**src/sv/cptmp_pkg.sv**
```systemverilog
// Package for the CPT marginal probability block: sizes, codes, types, helpers.
// No dependencies.
package cptmp_pkg;

   localparam int NUM_PARENTS   = 4;                 // 1 .. 8
   localparam int MAX_PARENTS   = 8;
   localparam int PARENT_INPUTS = 4;
   localparam int ROW_W         = NUM_PARENTS;
   localparam int TABLE_SIZE    = 1 << NUM_PARENTS;
   localparam int PROB_W        = 16;
   localparam int IDX_W         = 4;
   localparam int ROW_USED_W    = 4;
   localparam int SUM_W         = PROB_W + NUM_PARENTS;

   localparam logic [PROB_W-1:0] ONE_Q15  = 16'd32768;
   localparam logic [PROB_W-1:0] HALF_Q15 = 16'd16384;
   localparam logic [ROW_W-1:0]  ROW_LAST = ROW_W'(TABLE_SIZE - 1);

   typedef enum logic [1:0] {
      CMD_LOAD     = 2'd0,
      CMD_MARGINAL = 2'd1,
      CMD_LOOKUP   = 2'd2,
      CMD_NONE     = 2'd3
   } cmd_code_type;

   typedef enum logic [2:0] {
      ST_IDLE,
      ST_SWEEP,
      ST_DRAIN,
      ST_LREAD,
      ST_LEMIT
   } state_type;

   typedef struct packed {
      logic [1:0]        command;
      logic [IDX_W-1:0]  entry_index;
      logic [PROB_W-1:0] entry_value;
      logic [PROB_W-1:0] parent_prob_0;
      logic [PROB_W-1:0] parent_prob_1;
      logic [PROB_W-1:0] parent_prob_2;
      logic [PROB_W-1:0] parent_prob_3;
   } req_type;

   typedef struct packed {
      logic [PROB_W-1:0]     probability;
      logic [ROW_USED_W-1:0] row_used;
   } rsp_type;

   // controller -> datapath
   typedef struct packed {
      logic             load;
      logic             capture;
      logic             clear_acc;
      logic             issue_row;
      logic             rd_lookup;
      logic             emit_mar;
      logic             emit_lut;
      logic [ROW_W-1:0] row_addr;
   } dp_ctl_type;

   // datapath -> controller
   typedef struct packed {
      logic pipe_busy;
   } dp_sts_type;

   function automatic logic [PROB_W-1:0] clamp_one(input logic [PROB_W-1:0] v);
      return (v > ONE_Q15) ? ONE_Q15 : v;
   endfunction

endpackage

```
**src/sv/cpt_marginal_probability.sv**
```systemverilog
// Top level of the CPT marginal probability block.
// Depends on cptmp_pkg, cptmp_ctrl and cptmp_dp.
//
//   channel   ports                      handshake
//   request   start, busy, req_data      taken when start && !busy
//   response  rsp_strobe, rsp_data       one cycle, taken unconditionally
//
// Marginal: busy from accept while the rows go one per cycle through NUM_PARENTS
//   chained multipliers and an entry multiply, then while that pipeline empties.
//   Lookup: busy while the row is read (LREAD) and emitted (LEMIT).
// Load: never raises busy, no response. The response shows the cycle after the last
//   busy cycle; the receiver cannot stall it, and the next request may be taken then.
// Synchronous active-high reset; table rows read as 0.5 until loaded.
module cpt_marginal_probability (
   input  logic                 clock,
   input  logic                 reset,
   input  logic                 start,
   output logic                 busy,
   input  cptmp_pkg::req_type   req_data,
   output logic                 rsp_strobe,
   output cptmp_pkg::rsp_type   rsp_data
);
   import cptmp_pkg::*;

   dp_ctl_type dp_ctl;
   dp_sts_type dp_sts;

   // sequencer: decodes the request and walks the table rows
   cptmp_ctrl u_ctrl (
      .clock    (clock),
      .reset    (reset),
      .start    (start),
      .cmd_code (req_data.command),
      .dp_sts   (dp_sts),
      .busy     (busy),
      .dp_ctl   (dp_ctl)
   );

   // table, weight pipeline, accumulator and response register
   cptmp_dp u_dp (
      .clock      (clock),
      .reset      (reset),
      .req_data   (req_data),
      .dp_ctl     (dp_ctl),
      .dp_sts     (dp_sts),
      .rsp_data   (rsp_data),
      .rsp_strobe (rsp_strobe)
   );

endmodule

```
**src/sv/cptmp_ctrl.sv**
```systemverilog
// Controller FSM for the CPT marginal probability block.
// Depends on cptmp_pkg; drives cptmp_dp through dp_ctl_type.
module cptmp_ctrl (
   input  logic                    clock,
   input  logic                    reset,
   input  logic                    start,
   input  logic [1:0]              cmd_code,
   input  cptmp_pkg::dp_sts_type   dp_sts,
   output logic                    busy,
   output cptmp_pkg::dp_ctl_type   dp_ctl
);
   import cptmp_pkg::*;

   state_type        state_ff, state_in;
   logic [ROW_W-1:0] row_cnt_ff, row_cnt_in;
   logic             accept;

   assign accept = start && (state_ff == ST_IDLE);
   assign busy   = (state_ff != ST_IDLE);

   always_ff @(posedge clock) begin
      if (reset) begin
         state_ff   <= ST_IDLE;
         row_cnt_ff <= '0;
      end else begin
         state_ff   <= state_in;
         row_cnt_ff <= row_cnt_in;
      end
   end

   // next state
   always_comb begin
      state_in   = state_ff;
      row_cnt_in = '0;
      case (state_ff)
         ST_IDLE: begin
            if (accept && cmd_code == CMD_MARGINAL) state_in = ST_SWEEP;
            else if (accept && cmd_code == CMD_LOOKUP) state_in = ST_LREAD;
         end
         ST_SWEEP: begin
            row_cnt_in = row_cnt_ff + 1'b1;
            if (row_cnt_ff == ROW_LAST) begin
               state_in   = ST_DRAIN;
               row_cnt_in = '0;
            end
         end
         ST_DRAIN: begin
            if (!dp_sts.pipe_busy) state_in = ST_IDLE;
         end
         ST_LREAD: state_in = ST_LEMIT;
         ST_LEMIT: state_in = ST_IDLE;
         default:  state_in = ST_IDLE;
      endcase
   end

   // outputs
   always_comb begin
      dp_ctl          = '0;
      dp_ctl.row_addr = row_cnt_ff;
      case (state_ff)
         ST_IDLE: begin
            dp_ctl.load      = accept && (cmd_code == CMD_LOAD);
            dp_ctl.capture   = accept && (cmd_code inside {CMD_MARGINAL, CMD_LOOKUP});
            dp_ctl.clear_acc = accept && (cmd_code == CMD_MARGINAL);
         end
         ST_SWEEP: dp_ctl.issue_row = 1'b1;
         ST_DRAIN: dp_ctl.emit_mar  = !dp_sts.pipe_busy;
         ST_LREAD: dp_ctl.rd_lookup = 1'b1;
         ST_LEMIT: dp_ctl.emit_lut  = 1'b1;
         default:  dp_ctl = '0;
      endcase
   end

endmodule

```
**src/sv/cptmp_dp.sv**
```systemverilog
// Datapath for the CPT marginal probability block: table memory,
// weight multiplier pipeline, accumulator and result register.
// Depends on cptmp_pkg; commanded by cptmp_ctrl.
module cptmp_dp (
   input  logic                    clock,
   input  logic                    reset,
   input  cptmp_pkg::req_type      req_data,
   input  cptmp_pkg::dp_ctl_type   dp_ctl,
   output cptmp_pkg::dp_sts_type   dp_sts,
   output cptmp_pkg::rsp_type      rsp_data,
   output logic                    rsp_strobe
);
   import cptmp_pkg::*;

   // request side
   logic [PROB_W-1:0] in_arr   [MAX_PARENTS];
   logic [PROB_W-1:0] probs_in [NUM_PARENTS];
   logic [PROB_W-1:0] prob_ff  [NUM_PARENTS];
   logic [ROW_W-1:0]  lut_row_in, lut_row_ff;

   // table
   logic [PROB_W-1:0]     mem [TABLE_SIZE];
   logic [TABLE_SIZE-1:0] vld_ff;
   logic                  wr_ok;
   logic [ROW_W-1:0]      wr_addr, rd_addr;
   logic [PROB_W-1:0]     mem_q_ff, entry_q;
   logic                  vq_ff, rd_v_ff;
   logic [ROW_W-1:0]      rd_row_ff;

   // weight pipeline
   logic [PROB_W-1:0]    w_s   [NUM_PARENTS+1];
   logic [PROB_W-1:0]    ent_s [NUM_PARENTS+1];
   logic [ROW_W-1:0]     row_s [NUM_PARENTS+1];
   logic [NUM_PARENTS:0] v_s;
   logic [PROB_W-1:0]    w_ff   [1:NUM_PARENTS];
   logic [PROB_W-1:0]    ent_ff [1:NUM_PARENTS];
   logic [ROW_W-1:0]     row_ff [1:NUM_PARENTS];
   logic [NUM_PARENTS:1] v_ff;
   logic [PROB_W-1:0]    fac  [NUM_PARENTS];
   logic [2*PROB_W-1:0]  prod [NUM_PARENTS];
   logic [2*PROB_W-1:0]  cprod;
   logic [PROB_W-1:0]    contrib_ff;
   logic                 contrib_v_ff;
   logic [SUM_W-1:0]     acc_ff;
   logic [PROB_W-1:0]    acc_sat;

   rsp_type rsp_ff;
   logic    rsp_strobe_ff;

   always_comb begin
      for (int k = 0; k < MAX_PARENTS; k++) in_arr[k] = '0;
      in_arr[0] = req_data.parent_prob_0;
      in_arr[1] = req_data.parent_prob_1;
      in_arr[2] = req_data.parent_prob_2;
      in_arr[3] = req_data.parent_prob_3;
      for (int k = 0; k < NUM_PARENTS; k++) begin
         probs_in[k]   = clamp_one(in_arr[k]);
         lut_row_in[k] = (probs_in[k] > HALF_Q15);
      end
   end

   always_ff @(posedge clock) begin
      if (dp_ctl.capture) begin
         prob_ff    <= probs_in;
         lut_row_ff <= lut_row_in;
      end
   end

   // table write and registered read; unwritten rows read as one half
   assign wr_ok   = dp_ctl.load && (32'(req_data.entry_index) < TABLE_SIZE);
   assign wr_addr = ROW_W'(req_data.entry_index);
   assign rd_addr = dp_ctl.rd_lookup ? lut_row_ff : dp_ctl.row_addr;

   always_ff @(posedge clock) begin
      if (wr_ok) mem[wr_addr] <= clamp_one(req_data.entry_value);
      mem_q_ff  <= mem[rd_addr];
      vq_ff     <= vld_ff[rd_addr];
      rd_row_ff <= rd_addr;
   end

   always_ff @(posedge clock) begin
      if (reset) begin
         vld_ff <= '0;
      end else if (wr_ok) begin
         vld_ff[wr_addr] <= 1'b1;
      end
   end

   assign entry_q = vq_ff ? mem_q_ff : HALF_Q15;

   // one multiplier per parent, registered after each
   always_comb begin
      w_s[0]   = ONE_Q15;
      ent_s[0] = entry_q;
      row_s[0] = rd_row_ff;
      v_s[0]   = rd_v_ff;
      for (int k = 1; k <= NUM_PARENTS; k++) begin
         w_s[k]   = w_ff[k];
         ent_s[k] = ent_ff[k];
         row_s[k] = row_ff[k];
         v_s[k]   = v_ff[k];
      end
      for (int k = 0; k < NUM_PARENTS; k++) begin
         fac[k]  = row_s[k][k] ? prob_ff[k] : (ONE_Q15 - prob_ff[k]);
         prod[k] = w_s[k] * fac[k];
      end
      cprod = w_s[NUM_PARENTS] * ent_s[NUM_PARENTS];
   end

   always_ff @(posedge clock) begin
      for (int k = 0; k < NUM_PARENTS; k++) begin
         w_ff[k+1]   <= prod[k][30:15];
         ent_ff[k+1] <= ent_s[k];
         row_ff[k+1] <= row_s[k];
      end
      contrib_ff <= cprod[30:15];
   end

   always_ff @(posedge clock) begin
      if (reset) begin
         rd_v_ff      <= 1'b0;
         v_ff         <= '0;
         contrib_v_ff <= 1'b0;
      end else begin
         rd_v_ff      <= dp_ctl.issue_row;
         v_ff         <= v_s[NUM_PARENTS-1:0];
         contrib_v_ff <= v_s[NUM_PARENTS];
      end
   end

   always_ff @(posedge clock) begin
      if (dp_ctl.clear_acc) acc_ff <= '0;
      else if (contrib_v_ff) acc_ff <= acc_ff + SUM_W'(contrib_ff);
   end

   assign acc_sat = (acc_ff > SUM_W'(ONE_Q15)) ? ONE_Q15 : acc_ff[PROB_W-1:0];
   assign dp_sts.pipe_busy = rd_v_ff || (|v_ff) || contrib_v_ff;

   // result register
   always_ff @(posedge clock) begin
      if (dp_ctl.emit_mar) begin
         rsp_ff.probability <= acc_sat;
         rsp_ff.row_used    <= '0;
      end else if (dp_ctl.emit_lut) begin
         rsp_ff.probability <= entry_q;
         rsp_ff.row_used    <= ROW_USED_W'(lut_row_ff);
      end
   end

   always_ff @(posedge clock) begin
      if (reset) rsp_strobe_ff <= 1'b0;
      else       rsp_strobe_ff <= dp_ctl.emit_mar || dp_ctl.emit_lut;
   end

   assign rsp_data   = rsp_ff;
   assign rsp_strobe = rsp_strobe_ff;

endmodule

```
**config.mk**
```make
export PLATFORM = sky130hd
export DESIGN_NAME = cpt_marginal_probability
export DESIGN_NICKNAME = d
export VERILOG_FILES = /design/src/sv/cptmp_pkg.sv /design/src/sv/cpt_marginal_probability.sv /design/src/sv/cptmp_ctrl.sv /design/src/sv/cptmp_dp.sv
export SDC_FILE = /design/constraint.sdc
export NUM_CORES = 2
export LEC_CHECK = 0
export ABC_AREA = 1
export BUFFER_PORTS_ARGS = -buffer_cell sky130_fd_sc_hd__buf_2
export CORE_ASPECT_RATIO = 0.75
export CORE_MARGIN = 10
export CORE_UTILIZATION = 45
export CTS_BUF_LIST = sky130_fd_sc_hd__clkbuf_4
export DETAILED_ROUTE_END_ITERATION = 10
export PLACE_DENSITY_LB_ADDON = 0.3
export SYNTH_ARGS = -nofsm -noshare
export SYNTH_HDL_FRONTEND = slang
export SYNTH_SLANG_ARGS = --single-unit
```
**constraint.sdc**
```tcl
create_clock -name clock -period 6.5 [get_ports clock]
set_clock_uncertainty 0.2 [all_clocks]
set_input_delay 0 -clock clock [delete_from_list [all_inputs] [get_ports clock]]
set_output_delay 0 -clock clock [all_outputs]
set_load 0.005 [all_outputs]
```
# Word-level counts from Yosys, hierarchy flattened

Memories as Yosys holds them, arrays and structs flattened. A register that Yosys moved wholly into a read port is not among the register bits.
Cells that the tools add are included.

Logic and storage cells: 107
Memory bits (read-only): 0
Memories kept: 4
Latch bits: 0
Output and inout port bits: 22
Memory bits (writable): 400
Input port bits: 89
Register bits: 159

Bitwise logic cells: 2
Equality and inequality tests: 10
Multiplexer cells: 31
Multipliers: 4
Order comparisons: 13
$add $sub $neg: 6
Reductions and logical operators: 19
Shifts and indexed selects: 0
Div/mod/pow operators: 0

Memory list:

| memory      | words | bits a word | read ports | clocked after Yosys merged registers in | wr ports | RTL line       | text |
|---|---|---|---|---|---|---|---|
| u_dp.mem    | 16    | 16          | 1          | 1                                       | 1        | cptmp_dp.sv:22 | `logic [PROB_W-1:0] mem [TABLE_SIZE];` |
| u_dp.ent_ff | 4     | 16          | 4          | 0                                       | 4        | cptmp_dp.sv:36 | `logic [PROB_W-1:0] ent_ff [1:NUM_PARENTS];` |
| u_dp.w_ff   | 4     | 16          | 4          | 0                                       | 4        | cptmp_dp.sv:35 | `logic [PROB_W-1:0] w_ff [1:NUM_PARENTS];` |
| u_dp.row_ff | 4     | 4           | 3          | 0                                       | 4        | cptmp_dp.sv:37 | `logic [ROW_W-1:0] row_ff [1:NUM_PARENTS];` |

Operator list:

| operator                                             | number |
|---|---|
| 2-to-1 mux 16 bit                                    | 11 |
| multiplier 16 x 16 -> 31 bit                         | 4 |
| > comparator 16 bit, second input constant           | 5 |
| > comparator 16 x 15 -> 1 bit, second input constant | 4 |
| subtractor 16 bit, first input constant              | 4 |
| 2-to-1 mux 20 bit                                    | 2 |
| adder 20 x 16 -> 20 bit                              | 1 |
| > comparator 20 x 16 -> 1 bit, second input constant | 1 |
| bitwise OR 16 bit                                    | 1 |
| 2-to-1 mux 3 bit                                     | 5 |
| one-hot mux 3 bit (4 select lines)                   | 1 |
| < comparator 4 x 5 -> 1 bit, second input constant   | 2 |
| 2-to-1 mux 1 bit                                     | 8 |
| 2-to-1 mux 4 bit                                     | 2 |
| equality test 3 x 2 -> 1 bit, second input constant  | 2 |
| logical AND 1 bit                                    | 6 |
| OR reduction 5 bit                                   | 1 |
| adder 4 x 1 -> 4 bit, second input constant          | 1 |
| binary-select mux 1 bit (select 4 bit)               | 1 |
| demux 1 bit (select 4 bit)                           | 1 |
| equality test 4 bit, second input constant           | 1 |
| >= comparator 4 x 1 -> 1 bit, second input constant  | 1 |
| nonzero test 2 bit                                   | 2 |
| OR reduction 4 bit                                   | 1 |
| other kinds (15)                                     | 17 |

# Longest topological paths before layout

Depth in word-level cells: 6
Gate-level depth with buffers: 36

# Modules after synthesis

A second synthesis with hierarchy kept.

Cells, all modules: 6,862
Area, all modules: 56,929.6 µm²

Modules (own cells, without submodules):

| module     | sequential area each (µm²) | times used | area an instance (µm²) | cells an instance |
|---|---|---|---|---|
| cptmp_dp   | 14,574.0                   | 1          | 56,479.2               | 6,794 |
| cptmp_ctrl | 140.1                      | 1          | 450.4                  | 68 |

# Least setup slack after synthesis

OpenSTA, ideal clock, no wires.

Kind: reg-to-reg
From: register u_ctrl.state_ff[0]
To: register u_dp.lut_row_ff[0], enable pin
Arrival time: 5,671 ps
Buffers on the path: 1
Data required time: 5,708 ps
Clock period less this slack: 6,462 ps
Cell stages (with the launch flop): 5
Setup slack: 38 ps
Cells stage by stage: dfxtp_1 -> buf_2 -> nor2_1 -> nand2_1 -> nor3b_1

RTL lines:

| element                  | RTL line         | text |
|---|---|---|
| start: declaration       | cptmp_ctrl.sv:14 | `state_type state_ff, state_in;` |
| start signal: assignment | cptmp_ctrl.sv:26 | `state_ff <= state_in;` |
| end signal: assignment   | cptmp_dp.sv:65   | `lut_row_ff <= lut_row_in;` |
| end: declaration         | cptmp_dp.sv:19   | `logic [ROW_W-1:0] lut_row_in, lut_row_ff;` |

==> metrics <==
CTS tree=yes; Worst setup startpoint=u_dp.prob_ff[0]; die area=between 100000 and 150000 sq um; Worst Path Arrival=7.19 ns; vias in the first global route=between 40000 and 50000; Worst-Margin Slew=1.26 ns; critical path's slowest cell=fa_1; Fin Hold WS=around 0.10 ns; Synth Instances=6970; Overall Global Routing Usage=around a quarter; first-pass GRT wire length=between 200000 and 300000 um; maximum buffer depth of the clock tree=3; Hold Path End=u_dp.ent_ff[0][37]; initial antenna violation count=15; clock sink total=between 500 and 600; final hold violation count=0; Slew headroom=between 10% and 20%; RSZ-0062 raised after global routing=yes; Worst Reg-to-Reg Cells=28; critical path endpoint category=flop; Vias=about 48000; mapped cell area=~57000 sq um; Worst Min Path Start=u_dp.ent_ff[0][21]; flop2flop setup slack=between 0.05 and 0.06 ns; nets=roughly 8900; row cnt=roughly 110; largest cells by area after synthesis=fa_1, edfxtp_1, nand2_1; Setup Crit Path Kind=flop to flop; GRT met1 Usage=around a third; Area Growth Syn to Fin=20.1%; fraction of layout cells with a size suffix above 1=between 10% and 20%; post-synthesis sequential area ratio=25.9%; final HPWL from detailed placement=around 130000 um; CP most frequent cell=inv_1; Yosys reg bits=565; register area=about 15000 sq um; # DRC=0; crit start category=flop; fill count=between 10000 and 15000; IO buf count=110; DR WL/cell=between 15 and 20 um; clock root cell=clkbuf_4; clock buffer count from CTS=approximately 150; I/O pins=between 100 and 150; Core ar.=around 120000 sq um; post-DR vias/cell=5.06; Async SR Flop Fraction=0%; first drt pass iteration count=6; pin count of the biggest net entering global routing=126; Final ANT Viol Nets=0; GR peak layer=met2; CP max FO=4; top cell type's share of synthesized area=a little over a quarter; terminus of the critical flop-to-flop path=u_dp.w_ff[0][71]; Cell variety after synth=between 40 and 50; fin crit share=99.2%; DIE WIDTH=roughly 430 um; warnings from Yosys=0; H-tree depth=4; EDFF count, synth=340; CP bufs+invs=8; DR iter-0 viols=between 3000 and 4000; max-slew violations=0; Top delay family on crit path=adder cells; reg2reg start=u_dp.prob_ff[0]; Die Y-Extent=around 330 um; slowest stage delay, CP=~0.58 ns; fmax=155 MHz; hold path depth=0; Worst Hold Class=flop to flop; met2 Track Usage GR=a little over a third; Final GP Congestion=between 0.9 and 1; multi-input logic area=37200 sq um; worst skew pair latency=roughly 1.1 ns; fin crit period=between 6 and 7 ns; dominant synthesized flop cell=edfxtp_1; final setup violation count=0; met3 usage=between 5 and 6%; grt ovf=0; MaxCap Viol Count=0; Initial Utilization=a little under half; cell taking the most area after synthesis=fa_1; status=finished, final reports clean; Syn Nets=a little over 8000; Mean Syn Cell Area=about 8.2 sq um; DRT Wirelength=168000 um; clk slew on worst S/H paths=roughly 0.080 ns; WP data required=around 7.2 ns
-- worst max-delay path by stage --
stage / slack (ns) / end / cells past startpoint
after floorplan: 0.04 / u_dp.lut_row_ff[0] / 4
after CTS: -0.01 / u_dp.w_ff[0][69] / 29
after global placement: -0.11 / u_dp.w_ff[0][74] / 29
after detailed placement: -0.16 / u_dp.w_ff[0][62] / 30
final: 0.05 / u_dp.w_ff[0][71] / 28
after global routing: -0.24 / u_dp.w_ff[0][76] / 30
-- registers in the layout, summed over array words and instances (netlist names) --
register,count
u_dp.row_ff,6
u_dp.contrib_ff,16
u_dp.w_ff,64
u_dp.rsp_strobe,1
u_ctrl.row_cnt_ff,4
u_dp.prob_ff,64
u_dp.rsp_data,20
u_dp.vq_ff,1
u_dp.rd_v_ff,1
u_dp.v_ff,4
u_ctrl.state_ff,3
u_dp.ent_ff,64
u_dp.vld_ff,16
u_dp.contrib_v_ff,1
u_dp.mem,256
u_dp.lut_row_ff,4
u_dp.rd_row_ff,4
u_dp.mem_q_ff,16
u_dp.acc_ff,20
-- logic make-up (layout without fill, tap and decap cells) --
| kind of cell | Yosys count | count (layout) | synth area share, % |
|---|---|---|---|
| buffers and inverters | 1872 | 2648 | 12.5 |
| xor gates and xnor gates | 77 | 77 | 1.20 |
| other | 0 | 20 | 0 |
| and+or+nand+nor | 2903 | 2904 | 20.5 |
| AOI/OAI and AO/OA | 372 | 372 | 3.79 |
| DFF | 565 | 565 | 25.9 |
| adders and majority gates | 1181 | 1181 | 36.1 |
-- stage by stage --
stage          area, sq um  worst slack [ns]  utilization, %  setup TNS [ns]  cells
3_3_place_gp         60800            -0.110            48.7          -0.541   8803
3_5_place_dp         60800            -0.162            48.7           -1.79   8803
5_1_grt              68300            -0.237            54.7           -4.21   9414
2_1_floorplan        56800            0.0377               -               0   6970
4_1_cts              65700           -0.0131            52.6         -0.0131   9338
6_report             68300            0.0526            54.7               0   9420
-- synthesized netlist by cell type (2+ instances only) --
cell type,instances
a21boi_0,3
a21o_1,19
a21oi_1,148
a31oi_1,13
a31oi_2,2
and2_1,5
and3_1,5
buf_1,8
buf_2,43
clkbuf_1,162
clkinv_1,25
dfxtp_1,225
edfxtp_1,340
fa_1,769
ha_1,412
inv_1,1625
inv_2,8
nand2_1,1722
nand2_2,2
nand3_1,326
nand3b_1,8
nand4_1,32
nor2_1,704
nor3_1,39
nor3b_1,2
nor4_1,24
o211ai_1,39
o21a_1,7
o21ai_0,107
o21ai_2,4
o21bai_1,23
o31ai_1,2
or2_2,28
xnor2_1,16
xor2_1,60
-- layout by cell type (no fill, tap or decap), types with 18 or more instances in the layout --
| cell type | n |
|---|---|
| buf_6 | 29 |
| clkinv_1 | 50 |
| nor3_1 | 25 |
| or2_2 | 25 |
| fa_2 | 31 |
| buf_4 | 313 |
| o21ai_1 | 18 |
| nand4_1 | 32 |
| a21o_1 | 19 |
| dlygate4sd3_1 | 252 |
| nand2_1 | 1623 |
| a21oi_2 | 31 |
| o211ai_1 | 39 |
| nor2_1 | 589 |
| nor2_2 | 84 |
| ha_4 | 41 |
| a21oi_1 | 108 |
| o21bai_1 | 21 |
| nand2_4 | 25 |
| dfxtp_1 | 224 |
| ha_1 | 370 |
| o21ai_0 | 77 |
| fa_1 | 738 |
| nor2_4 | 32 |
| inv_2 | 75 |
| edfxtp_1 | 340 |
| diode_2 | 20 |
| buf_2 | 110 |
| inv_1 | 1550 |
| nand2_2 | 75 |
| nand3_1 | 313 |
| clkbuf_4 | 226 |
| xor2_1 | 55 |
-- per-layer routing --
metal  up-vias  part of all wire (%)  wire (um)
li1      22339                     -          -
met1     23078                    44      74300
met2      1948                    44      73700
met3       322                   9.5      15900
met4         4                   2.7       4470
met5         -                 0.067        113
-- final cells by class --
type,instances,area share [%]
Timing Repair inverter,4,0.0440
Tap cell,1653,3.03
Inverter,1658,9.20
Clock buffer,226,2.48
Antenna cell,20,0.0733
Timing Repair Buffer,712,8.66
Sequential cell,565,21.6
Multi-Input combinational cell,4534,54.5
Clock inverter,48,0.423
-- repair_timing --
action / in CTS / in global routing
buffers inserted: 6 / 60
resized for setup: 63 / 574
hold buffers: 252 / 0
pin swaps: 9 / 210
endpoints found under the hold margin: 698 / 0
gates cloned: 3 / 3
setup endpoints to repair: 40 / 50
Power is left out: the tool's default activity adds up to more than one toggle a clock period on the data nets, which glitch-free logic cannot reach.
